**src/rtl/cse_pkg.sv**
```systemverilog
// Shared types and character constants for the C string escape encoder.
`timescale 1ns / 1ps
`default_nettype none

package cse_pkg;

  typedef logic [7:0] char_t;

  // How the byte of one item is written out.
  typedef logic [1:0] kind_t;
  localparam kind_t KIND_NONE  = 2'd0;
  localparam kind_t KIND_PLAIN = 2'd1;
  localparam kind_t KIND_NAMED = 2'd2;
  localparam kind_t KIND_HEX   = 2'd3;

  localparam char_t CH_QUOTE  = 8'h22;
  localparam char_t CH_BSLASH = 8'h5C;
  localparam char_t CH_X      = 8'h78;

  // One classified item, ready for expansion into characters.
  typedef struct packed {
    logic  open_q;
    logic  close_q;
    kind_t kind;
    char_t ch;      // plain char, named escape letter, or raw byte for hex
  } desc_t;

endpackage

`default_nettype wire

```
**src/rtl/cse_ifs.sv**
```systemverilog
// Stream interfaces: raw byte items in, escaped characters out.
`timescale 1ns / 1ps
`default_nettype none

interface cse_in_if;
  logic       valid;
  logic       ready;
  logic [7:0] data_byte;
  logic       has_byte;
  logic       begins_string;
  logic       ends_string;

  modport source (output valid, data_byte, has_byte, begins_string, ends_string,
                  input ready);
  modport sink (input valid, data_byte, has_byte, begins_string, ends_string,
                output ready);
endinterface

interface cse_out_if;
  logic       valid;
  logic       ready;
  logic [7:0] out_char;
  logic       last_of_run;

  modport source (output valid, out_char, last_of_run, input ready);
  modport sink (input valid, out_char, last_of_run, output ready);
endinterface

`default_nettype wire

```
**src/rtl/c_string_escape_encoder_unit.sv**
```systemverilog
// Top level of the C string literal escape encoder.
`timescale 1ns / 1ps
`default_nettype none

// Turns raw string bytes, one per input beat, into the characters of a
// double-quoted C string literal, one character per output beat. An item
// yields 1 character for a plain byte, 2 for a named escape, 4 for a hex
// escape, plus 1 for each quote; items with no byte and no framing flag
// yield none. The output channel at one character per cycle sets the rate
// while the receiver keeps ready high. The front end takes a new item every
// cycle while the QUEUE_DEPTH-entry queue has room, so input stalls only
// once the back end falls that many items behind; the output register lets
// the next character be formed while the previous one waits to be taken.
module c_string_escape_encoder_unit
  import cse_pkg::*;
#(
  parameter int QUEUE_DEPTH = 2
) (
  input  wire       clk,
  input  wire       rst,
  cse_in_if.sink    items,
  cse_out_if.source chars
);

  logic  push;
  logic  pop;
  logic  q_full;
  logic  head_valid;
  desc_t push_desc;
  desc_t head_desc;

  cse_front u_front (
    .clk       (clk),
    .rst       (rst),
    .items     (items),
    .q_full    (q_full),
    .push      (push),
    .push_desc (push_desc)
  );

  cse_queue #(
    .DEPTH (QUEUE_DEPTH)
  ) u_queue (
    .clk        (clk),
    .rst        (rst),
    .push       (push),
    .push_desc  (push_desc),
    .pop        (pop),
    .full       (q_full),
    .head_valid (head_valid),
    .head_desc  (head_desc)
  );

  cse_back u_back (
    .clk        (clk),
    .rst        (rst),
    .head_valid (head_valid),
    .head_desc  (head_desc),
    .pop        (pop),
    .chars      (chars)
  );

endmodule

`default_nettype wire

```
**src/rtl/cse_front.sv**
```systemverilog
// Front end: accepts items, classifies the byte and tracks the hex escape flag.
`timescale 1ns / 1ps
`default_nettype none

module cse_front
  import cse_pkg::*;
(
  input  wire   clk,
  input  wire   rst,
  cse_in_if.sink items,
  input  wire   q_full,
  output logic  push,
  output desc_t push_desc
);

  logic  hex_pending;
  logic  hex_pending_next;
  logic  prev_hex;
  logic  is_hex_dig;
  logic  is_print;
  logic  accept;
  char_t named;

  assign items.ready = !q_full;
  assign accept      = items.valid && items.ready;

  always_comb begin
    unique case (items.data_byte)
      8'h22:   named = CH_QUOTE;
      8'h5C:   named = CH_BSLASH;
      8'h07:   named = 8'h61;  // a
      8'h08:   named = 8'h62;  // b
      8'h0C:   named = 8'h66;  // f
      8'h0A:   named = 8'h6E;  // n
      8'h0D:   named = 8'h72;  // r
      8'h09:   named = 8'h74;  // t
      8'h0B:   named = 8'h76;  // v
      default: named = 8'h00;
    endcase
  end

  assign prev_hex   = hex_pending && !items.begins_string;
  assign is_print   = (items.data_byte >= 8'h20) && (items.data_byte <= 8'h7E);
  assign is_hex_dig = ((items.data_byte >= 8'h30) && (items.data_byte <= 8'h39)) ||
                      ((items.data_byte >= 8'h61) && (items.data_byte <= 8'h66)) ||
                      ((items.data_byte >= 8'h41) && (items.data_byte <= 8'h46));

  always_comb begin
    push_desc.open_q  = items.begins_string;
    push_desc.close_q = items.ends_string;
    push_desc.ch      = items.data_byte;
    hex_pending_next  = prev_hex;
    if (!items.has_byte) begin
      push_desc.kind = KIND_NONE;
    end else if (named != 8'h00) begin
      push_desc.kind   = KIND_NAMED;
      push_desc.ch     = named;
      hex_pending_next = 1'b0;
    end else if (is_print && !(prev_hex && is_hex_dig)) begin
      push_desc.kind   = KIND_PLAIN;
      hex_pending_next = 1'b0;
    end else begin
      push_desc.kind   = KIND_HEX;
      hex_pending_next = 1'b1;
    end
    if (items.ends_string) begin
      hex_pending_next = 1'b0;
    end
  end

  // Items that cause no characters are taken but never queued.
  assign push = accept && (items.has_byte || items.begins_string || items.ends_string);

  always_ff @(posedge clk) begin
    if (rst) begin
      hex_pending <= 1'b0;
    end else if (accept) begin
      hex_pending <= hex_pending_next;
    end
  end

endmodule

`default_nettype wire

```
**src/rtl/cse_queue.sv**
```systemverilog
// Short show-ahead queue of classified items between front and back.
`timescale 1ns / 1ps
`default_nettype none

module cse_queue
  import cse_pkg::*;
#(
  parameter int DEPTH = 2
) (
  input  wire   clk,
  input  wire   rst,
  input  wire   push,
  input  desc_t push_desc,
  input  wire   pop,
  output logic  full,
  output logic  head_valid,
  output desc_t head_desc
);

  localparam int PW = (DEPTH > 1) ? $clog2(DEPTH) : 1;
  localparam int CW = $clog2(DEPTH + 1);
  localparam logic [PW-1:0] LAST_PTR = PW'(DEPTH - 1);
  localparam logic [CW-1:0] FULL_CNT = CW'(DEPTH);

  desc_t         mem [DEPTH];
  logic [PW-1:0] wr_ptr;
  logic [PW-1:0] rd_ptr;
  logic [CW-1:0] count;

  assign full       = (count == FULL_CNT);
  assign head_valid = (count != '0);
  assign head_desc  = mem[rd_ptr];

  always_ff @(posedge clk) begin
    if (push) begin
      mem[wr_ptr] <= push_desc;
    end
  end

  always_ff @(posedge clk) begin
    if (rst) begin
      wr_ptr <= '0;
      rd_ptr <= '0;
      count  <= '0;
    end else begin
      if (push) begin
        wr_ptr <= (wr_ptr == LAST_PTR) ? '0 : wr_ptr + 1'b1;
      end
      if (pop) begin
        rd_ptr <= (rd_ptr == LAST_PTR) ? '0 : rd_ptr + 1'b1;
      end
      if (push && !pop) begin
        count <= count + 1'b1;
      end else if (pop && !push) begin
        count <= count - 1'b1;
      end
    end
  end

endmodule

`default_nettype wire

```
**src/rtl/cse_back.sv**
```systemverilog
// Back end: expands the queue head into characters, one per beat.
`timescale 1ns / 1ps
`default_nettype none

module cse_back
  import cse_pkg::*;
(
  input  wire     clk,
  input  wire     rst,
  input  wire     head_valid,
  input  desc_t   head_desc,
  output logic    pop,
  cse_out_if.source chars
);

  logic [2:0] pos;
  logic [2:0] body_len;
  logic [2:0] run_len;
  logic [2:0] off;
  logic       load;
  logic       is_last;
  char_t      body_ch;
  char_t      cur_ch;

  function automatic char_t hex_char(input logic [3:0] nib);
    if (nib < 4'd10) begin
      hex_char = 8'h30 + {4'd0, nib};
    end else begin
      hex_char = 8'h57 + {4'd0, nib};  // 10 maps to 'a'
    end
  endfunction

  always_comb begin
    unique case (head_desc.kind)
      KIND_PLAIN: body_len = 3'd1;
      KIND_NAMED: body_len = 3'd2;
      KIND_HEX:   body_len = 3'd4;
      default:    body_len = 3'd0;
    endcase
  end

  assign run_len = {2'b00, head_desc.open_q} + body_len + {2'b00, head_desc.close_q};
  assign off     = pos - {2'b00, head_desc.open_q};
  assign is_last = (pos == run_len - 3'd1);

  always_comb begin
    unique case (head_desc.kind)
      KIND_PLAIN: body_ch = head_desc.ch;
      KIND_NAMED: body_ch = (off == 3'd0) ? CH_BSLASH : head_desc.ch;
      KIND_HEX: begin
        unique case (off[1:0])
          2'd0:    body_ch = CH_BSLASH;
          2'd1:    body_ch = CH_X;
          2'd2:    body_ch = hex_char(head_desc.ch[7:4]);
          default: body_ch = hex_char(head_desc.ch[3:0]);
        endcase
      end
      default: body_ch = CH_QUOTE;
    endcase
  end

  always_comb begin
    if (head_desc.open_q && (pos == 3'd0)) begin
      cur_ch = CH_QUOTE;
    end else if (off < body_len) begin
      cur_ch = body_ch;
    end else begin
      cur_ch = CH_QUOTE;
    end
  end

  assign load = head_valid && (!chars.valid || chars.ready);
  assign pop  = load && is_last;

  always_ff @(posedge clk) begin
    if (rst) begin
      chars.valid <= 1'b0;
      pos         <= '0;
    end else begin
      if (load) begin
        chars.valid <= 1'b1;
        pos         <= is_last ? 3'd0 : pos + 3'd1;
      end else if (chars.ready) begin
        chars.valid <= 1'b0;
      end
    end
  end

  always_ff @(posedge clk) begin
    if (load) begin
      chars.out_char    <= cur_ch;
      chars.last_of_run <= is_last;
    end
  end

endmodule

`default_nettype wire

```
**src/flat_wrapper.sv**
```systemverilog
// flat-port wrapper written by rule: the top's interface ports become plain ports
module c_string_escape_encoder_unit_flat import cse_pkg::*;
#(
  parameter int QUEUE_DEPTH = 2
)
  (clk, rst, items_valid, items_data_byte, items_has_byte, items_begins_string, items_ends_string, items_ready, chars_valid, chars_out_char, chars_last_of_run, chars_ready);
  cse_in_if items_i ();
  cse_out_if chars_i ();
  input  wire clk;
  input  wire rst;
  input wire logic [$bits(items_i.valid)-1:0] items_valid;
  input wire logic [$bits(items_i.data_byte)-1:0] items_data_byte;
  input wire logic [$bits(items_i.has_byte)-1:0] items_has_byte;
  input wire logic [$bits(items_i.begins_string)-1:0] items_begins_string;
  input wire logic [$bits(items_i.ends_string)-1:0] items_ends_string;
  output wire logic [$bits(items_i.ready)-1:0] items_ready;
  output wire logic [$bits(chars_i.valid)-1:0] chars_valid;
  output wire logic [$bits(chars_i.out_char)-1:0] chars_out_char;
  output wire logic [$bits(chars_i.last_of_run)-1:0] chars_last_of_run;
  input wire logic [$bits(chars_i.ready)-1:0] chars_ready;
  assign items_i.valid = items_valid;
  assign items_i.data_byte = items_data_byte;
  assign items_i.has_byte = items_has_byte;
  assign items_i.begins_string = items_begins_string;
  assign items_i.ends_string = items_ends_string;
  assign items_ready = items_i.ready;
  assign chars_valid = chars_i.valid;
  assign chars_out_char = chars_i.out_char;
  assign chars_last_of_run = chars_i.last_of_run;
  assign chars_i.ready = chars_ready;
  c_string_escape_encoder_unit #(.QUEUE_DEPTH(QUEUE_DEPTH)) u_core (.clk(clk), .rst(rst), .items(items_i), .chars(chars_i));
endmodule
```
**config.mk**
```make
export PLATFORM = sky130hd
export DESIGN_NAME = c_string_escape_encoder_unit_flat
export DESIGN_NICKNAME = d
export VERILOG_FILES = /design/src/rtl/cse_pkg.sv /design/src/rtl/cse_ifs.sv /design/src/rtl/c_string_escape_encoder_unit.sv /design/src/rtl/cse_front.sv /design/src/rtl/cse_queue.sv /design/src/rtl/cse_back.sv /design/src/flat_wrapper.sv
export SDC_FILE = /design/constraint.sdc
export NUM_CORES = 1
export LEC_CHECK = 0
export ABC_AREA = 1
export ABC_CLOCK_PERIOD_IN_PS = 4410
export BUFFER_PORTS_ARGS = -buffer_cell sky130_fd_sc_hd__clkbuf_2
export CAP_MARGIN = 20
export CELL_PAD_IN_SITES_DETAIL_PLACEMENT = 1
export CELL_PAD_IN_SITES_GLOBAL_PLACEMENT = 2
export CORE_ASPECT_RATIO = 1.5
export CORE_MARGIN = 3
export CORE_UTILIZATION = 35
export DETAILED_ROUTE_END_ITERATION = 6
export GPL_TIMING_DRIVEN = 0
export PLACE_DENSITY_LB_ADDON = 0.1
export SLEW_MARGIN = 20
export SYNTH_ARGS = -nofsm -noshare
export SYNTH_HDL_FRONTEND = slang
export SYNTH_SLANG_ARGS = --single-unit
```
**constraint.sdc**
```tcl
create_clock -name clk -period 4.41 [get_ports clk]
set_clock_uncertainty 0.05 [all_clocks]
set_input_delay 0.441 -clock clk [delete_from_list [all_inputs] [get_ports clk]]
set_output_delay 0.441 -clock clk [all_outputs]
set_load 0.1 [all_outputs]
```
* After elaboration in Yosys (flattened, before gate mapping)
Memory sizes are Yosys's and may differ from the RTL's. A register that Yosys moved wholly into a read port is not among the register bits.
Cells that the tools add are included.
** Cells by class
- Add/subtract/negate cells :: 13
- $mul :: 0
- Divide/modulo/power cells :: 0
- Order comparisons :: 11
- Equality and inequality tests :: 16
- Shift operators :: 0
- Mux-type cells :: 27
- Bitwise gates (word level) :: 1
- Reductions and logical operators :: 33
** Operator list (count)
- case mux 7 bit (9 select lines) :: 1
- equality test 8 x 4 -> 1 bit, second input constant :: 6
- case mux 8 bit (3 select lines) :: 2
- 2-to-1 mux 8 bit :: 5
- less-or-equal comparator 8 x 7 -> 1 bit, second input constant :: 3
- adder 7 x 4 -> 8 bit, first input constant :: 2
- greater-or-equal comparator 8 x 6 -> 1 bit, second input constant :: 2
- greater-or-equal comparator 8 x 7 -> 1 bit, second input constant :: 2
- adder 6 x 4 -> 7 bit, first input constant :: 2
- logical AND 1 bit :: 14
- 2-to-1 mux 1 bit :: 12
- 2-to-1 mux 2 bit :: 5
- case mux 3 bit (3 select lines) :: 1
- equality test 2 bit, second input constant :: 4
- equality test 8 x 3 -> 1 bit, second input constant :: 1
- equality test 8 x 6 -> 1 bit, second input constant :: 1
- equality test 8 x 7 -> 1 bit, second input constant :: 1
- less-or-equal comparator 8 x 6 -> 1 bit, second input constant :: 1
- < comparator 4 bit, second input constant :: 2
- nonzero test 8 bit :: 1
- logical NOT 1 bit :: 6
- logical NOT 3 bit :: 2
- nonzero test 2 bit :: 3
- logical OR 1 bit :: 5
- 15 further kinds :: 17
** Word-level totals
- Flip-flop bits (word level) :: 18
- Latch bits :: 0
- Memory bits (writable) :: 24
- ROM bits :: 0
- Output and inout bits :: 11
- Memories :: 1
** Memory list
- u_core.u_queue.mem :: words 2, width 12, rd ports 1, clocked after Yosys merged registers in 1, wr ports 1, line cse_queue.sv:25 : desc_t mem [DEPTH];

* Longest topological paths before layout
- Word-level depth :: 11
- Mapped depth :: 20
- Depth with buffers taken out :: 19

* By module
Synthesis repeated with hierarchy kept, for this count alone.
** Second synthesis, totals
- Cell total of the unflattened synthesis :: 332
- Area, all modules :: 2753.9 um^2
** By module, submodules not included
- cse_queue :: instances 1, cells each 70, area an instance 1133.6 um^2, sequential area each 820.8 um^2
- cse_back :: instances 1, cells each 163, area an instance 1131.1 um^2, sequential area each 350.3 um^2
- cse_front :: instances 1, cells each 99, area an instance 489.2 um^2, sequential area each 20.0 um^2

* Least setup slack after synthesis
Ideal clock, no wire load.
- Path kind :: reg-to-reg
- From :: reg with a tool-made name
- To :: reg u_core.u_queue.count[1]
- Setup time :: 122 ps
- Data arrival time :: 2965 ps
- Required time :: 4238 ps
- Slack :: 1273 ps
- Cell stages (with the launch flop) :: 20
- Buffers on the path :: 1
- Period minus slack after synthesis :: 3137 ps
- Cells stage by stage :: dfxtp_1 -> buf_4 -> nand2_1 -> nand2_2 -> inv_2 -> nor2_2 -> inv_1 -> ha_1 -> inv_1 -> ha_1 -> fa_1 -> xnor2_1 -> xor2_1 -> nor3_2 -> nand2_2 -> ha_1 -> a21oi_1 -> o21ai_0 -> o21ai_0 -> a21oi_1
** RTL lines
- end signal, assigned :: line cse_queue.sv:53 : count <= count + 1'b1;
- end signal, assigned :: line cse_queue.sv:55 : count <= count - 1'b1;
- end, declared :: line cse_queue.sv:28 : logic [CW-1:0] count;

==> metrics.yaml <==
synth_top_cell_area_share_pct: 36.1
path_clk_slew_ns: 0.08
avgRoutedWirePerCell_um: 13.1
htree_levels: 2
fmax_mhz: 288
netlist_top_cells_area: "edfxtp_1 (36%), nand2_1 (12%), dfxtp_1 (7.3%), inv_1 (6.3%), nor2_1 (5.7%)"
hold_path_class: "in2reg"
start_kind: "flip-flop"
vdd.ir_drop.worst_uv: 310
grt_max_degree: 16
end_kind: "flip-flop"
overflow: 0
ioPinCount: 26
start_util_pct: 37.0
hold_violations: 0
initialDrtViolationCount: 28
ys.flop_type: "edfxtp_1"
netlist_top_cells_count: "nand2_1 (89), inv_1 (46), nor2_1 (42)"
grt_pass1_wl_um: 11100
fin_tns_setup_ns: 0
drc: 0
yosys.area.top_type: "edfxtp_1"
antenna_left: 0
powerDensity_nw_per_um2: 632
cts_hold_buf: 0
post_cts_resized: 0
clk_latency_ns: 0.30
fin_nets: 409
num_vias: 2282
finalWirelength_um: 6340
fin_area_um2: 3100
clock_sinks: 43
synth_cells: 350
setup_viol: 0
yosysSeqAreaShare_pct: 43.4
relSlewSlack_pct: 36.1
netlist_area_um2: 2750
rsz0062_at_grt: "no"
max_cap_viol_count: 0
leakage_uw: 0.00141
vias_per_cell: 4.72
slew_violations: 0
antenna_found_initial: 0
post_cts_buffers: 0
first_global_vias: 2403
hp-start: "rst"
synth-edff-count: 33
synth.avg_cell_area_um2: 7.85
worstPathArrival_ns: 3.60
fp.dieW_um: 78.3
drive_gt1_share_pct: 19.1
cts_buffer_depth: 2
crit_required_ns: 4.54
area_growth_pct: 13.0
num_rows: 38
n_fill_cell: 969
yosys_warnings: 0
path_max_fanout: 10
hpwl_um: 5410
die_area_um2: 8970
diodes: 0
cts_tree: "done"
cts_buffers: 5
post-synth-top-count-cell: "nand2_1"
placed_cell_area_um2: 3000
grt_util_all_layers_pct: 15.8
finalCritPeriodShare_pct: 78.8
die_h_um: 114
async_flop_share_pct: 0
core_area_um2: 7420
cts-root-buf: "clkbuf_8"
portBuffers: 24
outcome: "finished clean"
firstDrtPassIters: 3
worst_pin_slew_ns: 0.954
synth_cell_types: 41
mappedNetlistNets: 377
crit_type: "reg2reg"
place_congestion: 0.827
synth-seq-cells: 43
min_period_ns: 3.48
[state kept, by name (all words and copies together), names as in the netlist, named ones only]
signal and flops:
u_core.u_front.hex_pending 1, u_core.u_queue.rd_ptr 1, u_core.u_back.chars.out_char 8, u_core.u_queue.count 2, u_core.u_queue.wr_ptr 1, u_core.u_back.pos 3, u_core.u_queue.mem 24, u_core.u_back.chars.valid 1
u_core.u_back.chars.last_of_run 1
[metrics by stage]
stage | util, % | power [µW] | hold slack [ns] | instances | worst slack, ns
2_1_floorplan | - | 1490 | 0.397 | 350 | 1.27
3_3_place_gp | 40.3 | 1690 | 0.407 | 474 | 0.964
3_5_place_dp | 40.4 | 1710 | 0.419 | 474 | 0.897
4_1_cts | 41.8 | 2000 | 0.302 | 482 | 0.871
6_report | 41.9 | 1960 | 0.319 | 483 | 0.933
5_1_grt | 41.9 | 2120 | 0.316 | 483 | 0.614
[final timing paths]
kind | end | slack [ns] | cells past startpoint
max | u_core.u_queue.count[1]$_SDFFE_PP0P_ | 0.93 | 19
min | u_core.u_front.hex_pending$_SDFFE_PP0P_ | 0.32 | 2
max reg2reg | u_core.u_queue.count[1]$_SDFFE_PP0P_ | 0.93 | 19
min reg2reg | u_core.u_front.hex_pending$_SDFFE_PP0P_ | 0.43 | 2
[report_power, final]
part | internal [µW] | switching, µW
clock | 147 | 129
sequential | 565 | 33.9
combinational | 263 | 826
total | 974 | 989
[per-layer routing]
metal	track usage (%)	part of all wire, %
met4	6.65	2.7
met2	31.9	57
met1	15.6	38
met5	0	0
met3	2.44	2.3
[worst max-delay path, stage by stage, from the launching register on]
cell	delay [ns]
dfxtp_1	0.40
buf_4	0.20
nand2_1	0.07
nand2_2	0.10
inv_2	0.06
nor2_2	0.09
inv_1	0.07
ha_1	0.26
inv_1	0.04
ha_1	0.19
fa_1	0.38
xnor2_1	0.15
xor2_1	0.15
nor3_2	0.16
nand2_2	0.13
ha_1	0.37
a21oi_1	0.11
o21ai_0	0.12
o21ai_0	0.17
a21oi_1	0.06
[cell families after synthesis]
family	Yosys count	share of synthesized area, %
fa+ha+maj	12	5.74
buf+inv	59	8.70
xor+xnor	6	1.91
flops	43	43.4
compound gates	51	11.0
simple gates	179	29.2
[placed cells by master (no fill, tap or decap), types with 2 or more instances in the layout]
cell type and count:
nand2_1 89, inv_1 46, nor2_1 42, edfxtp_1 33
clkbuf_2 24, a21oi_1 18, nand2_2 13, o21ai_0 13
nand3_1 12, ha_1 11, dfxtp_1 10, inv_2 6
o21ai_1 5, xor2_1 5, clkbuf_8 5, nor2_2 4
nand4_1 4, nor3_1 4, nor3_2 3, o21ai_2 3
clkbuf_1 3, o21bai_1 3, a21oi_2 2, buf_4 2
nor2_4 2, inv_4 2, a211oi_1 2
[layout make-up]
| type | instances | area, µm² | share of cell area [%] |
|---|---|---|---|
| multi-input cells | 248 | 1320 | 42.5 |
| flip-flops and latches | 43 | 1190 | 38.4 |
| inverters | 55 | 211 | 6.81 |
| repair buffers | 25 | 128 | 4.11 |
| well taps | 100 | 125 | 4.03 |
| clock buffers | 8 | 101 | 3.26 |
| plain buffers | 4 | 27.5 | 0.887 |
(Power assumes the default switching activity.)
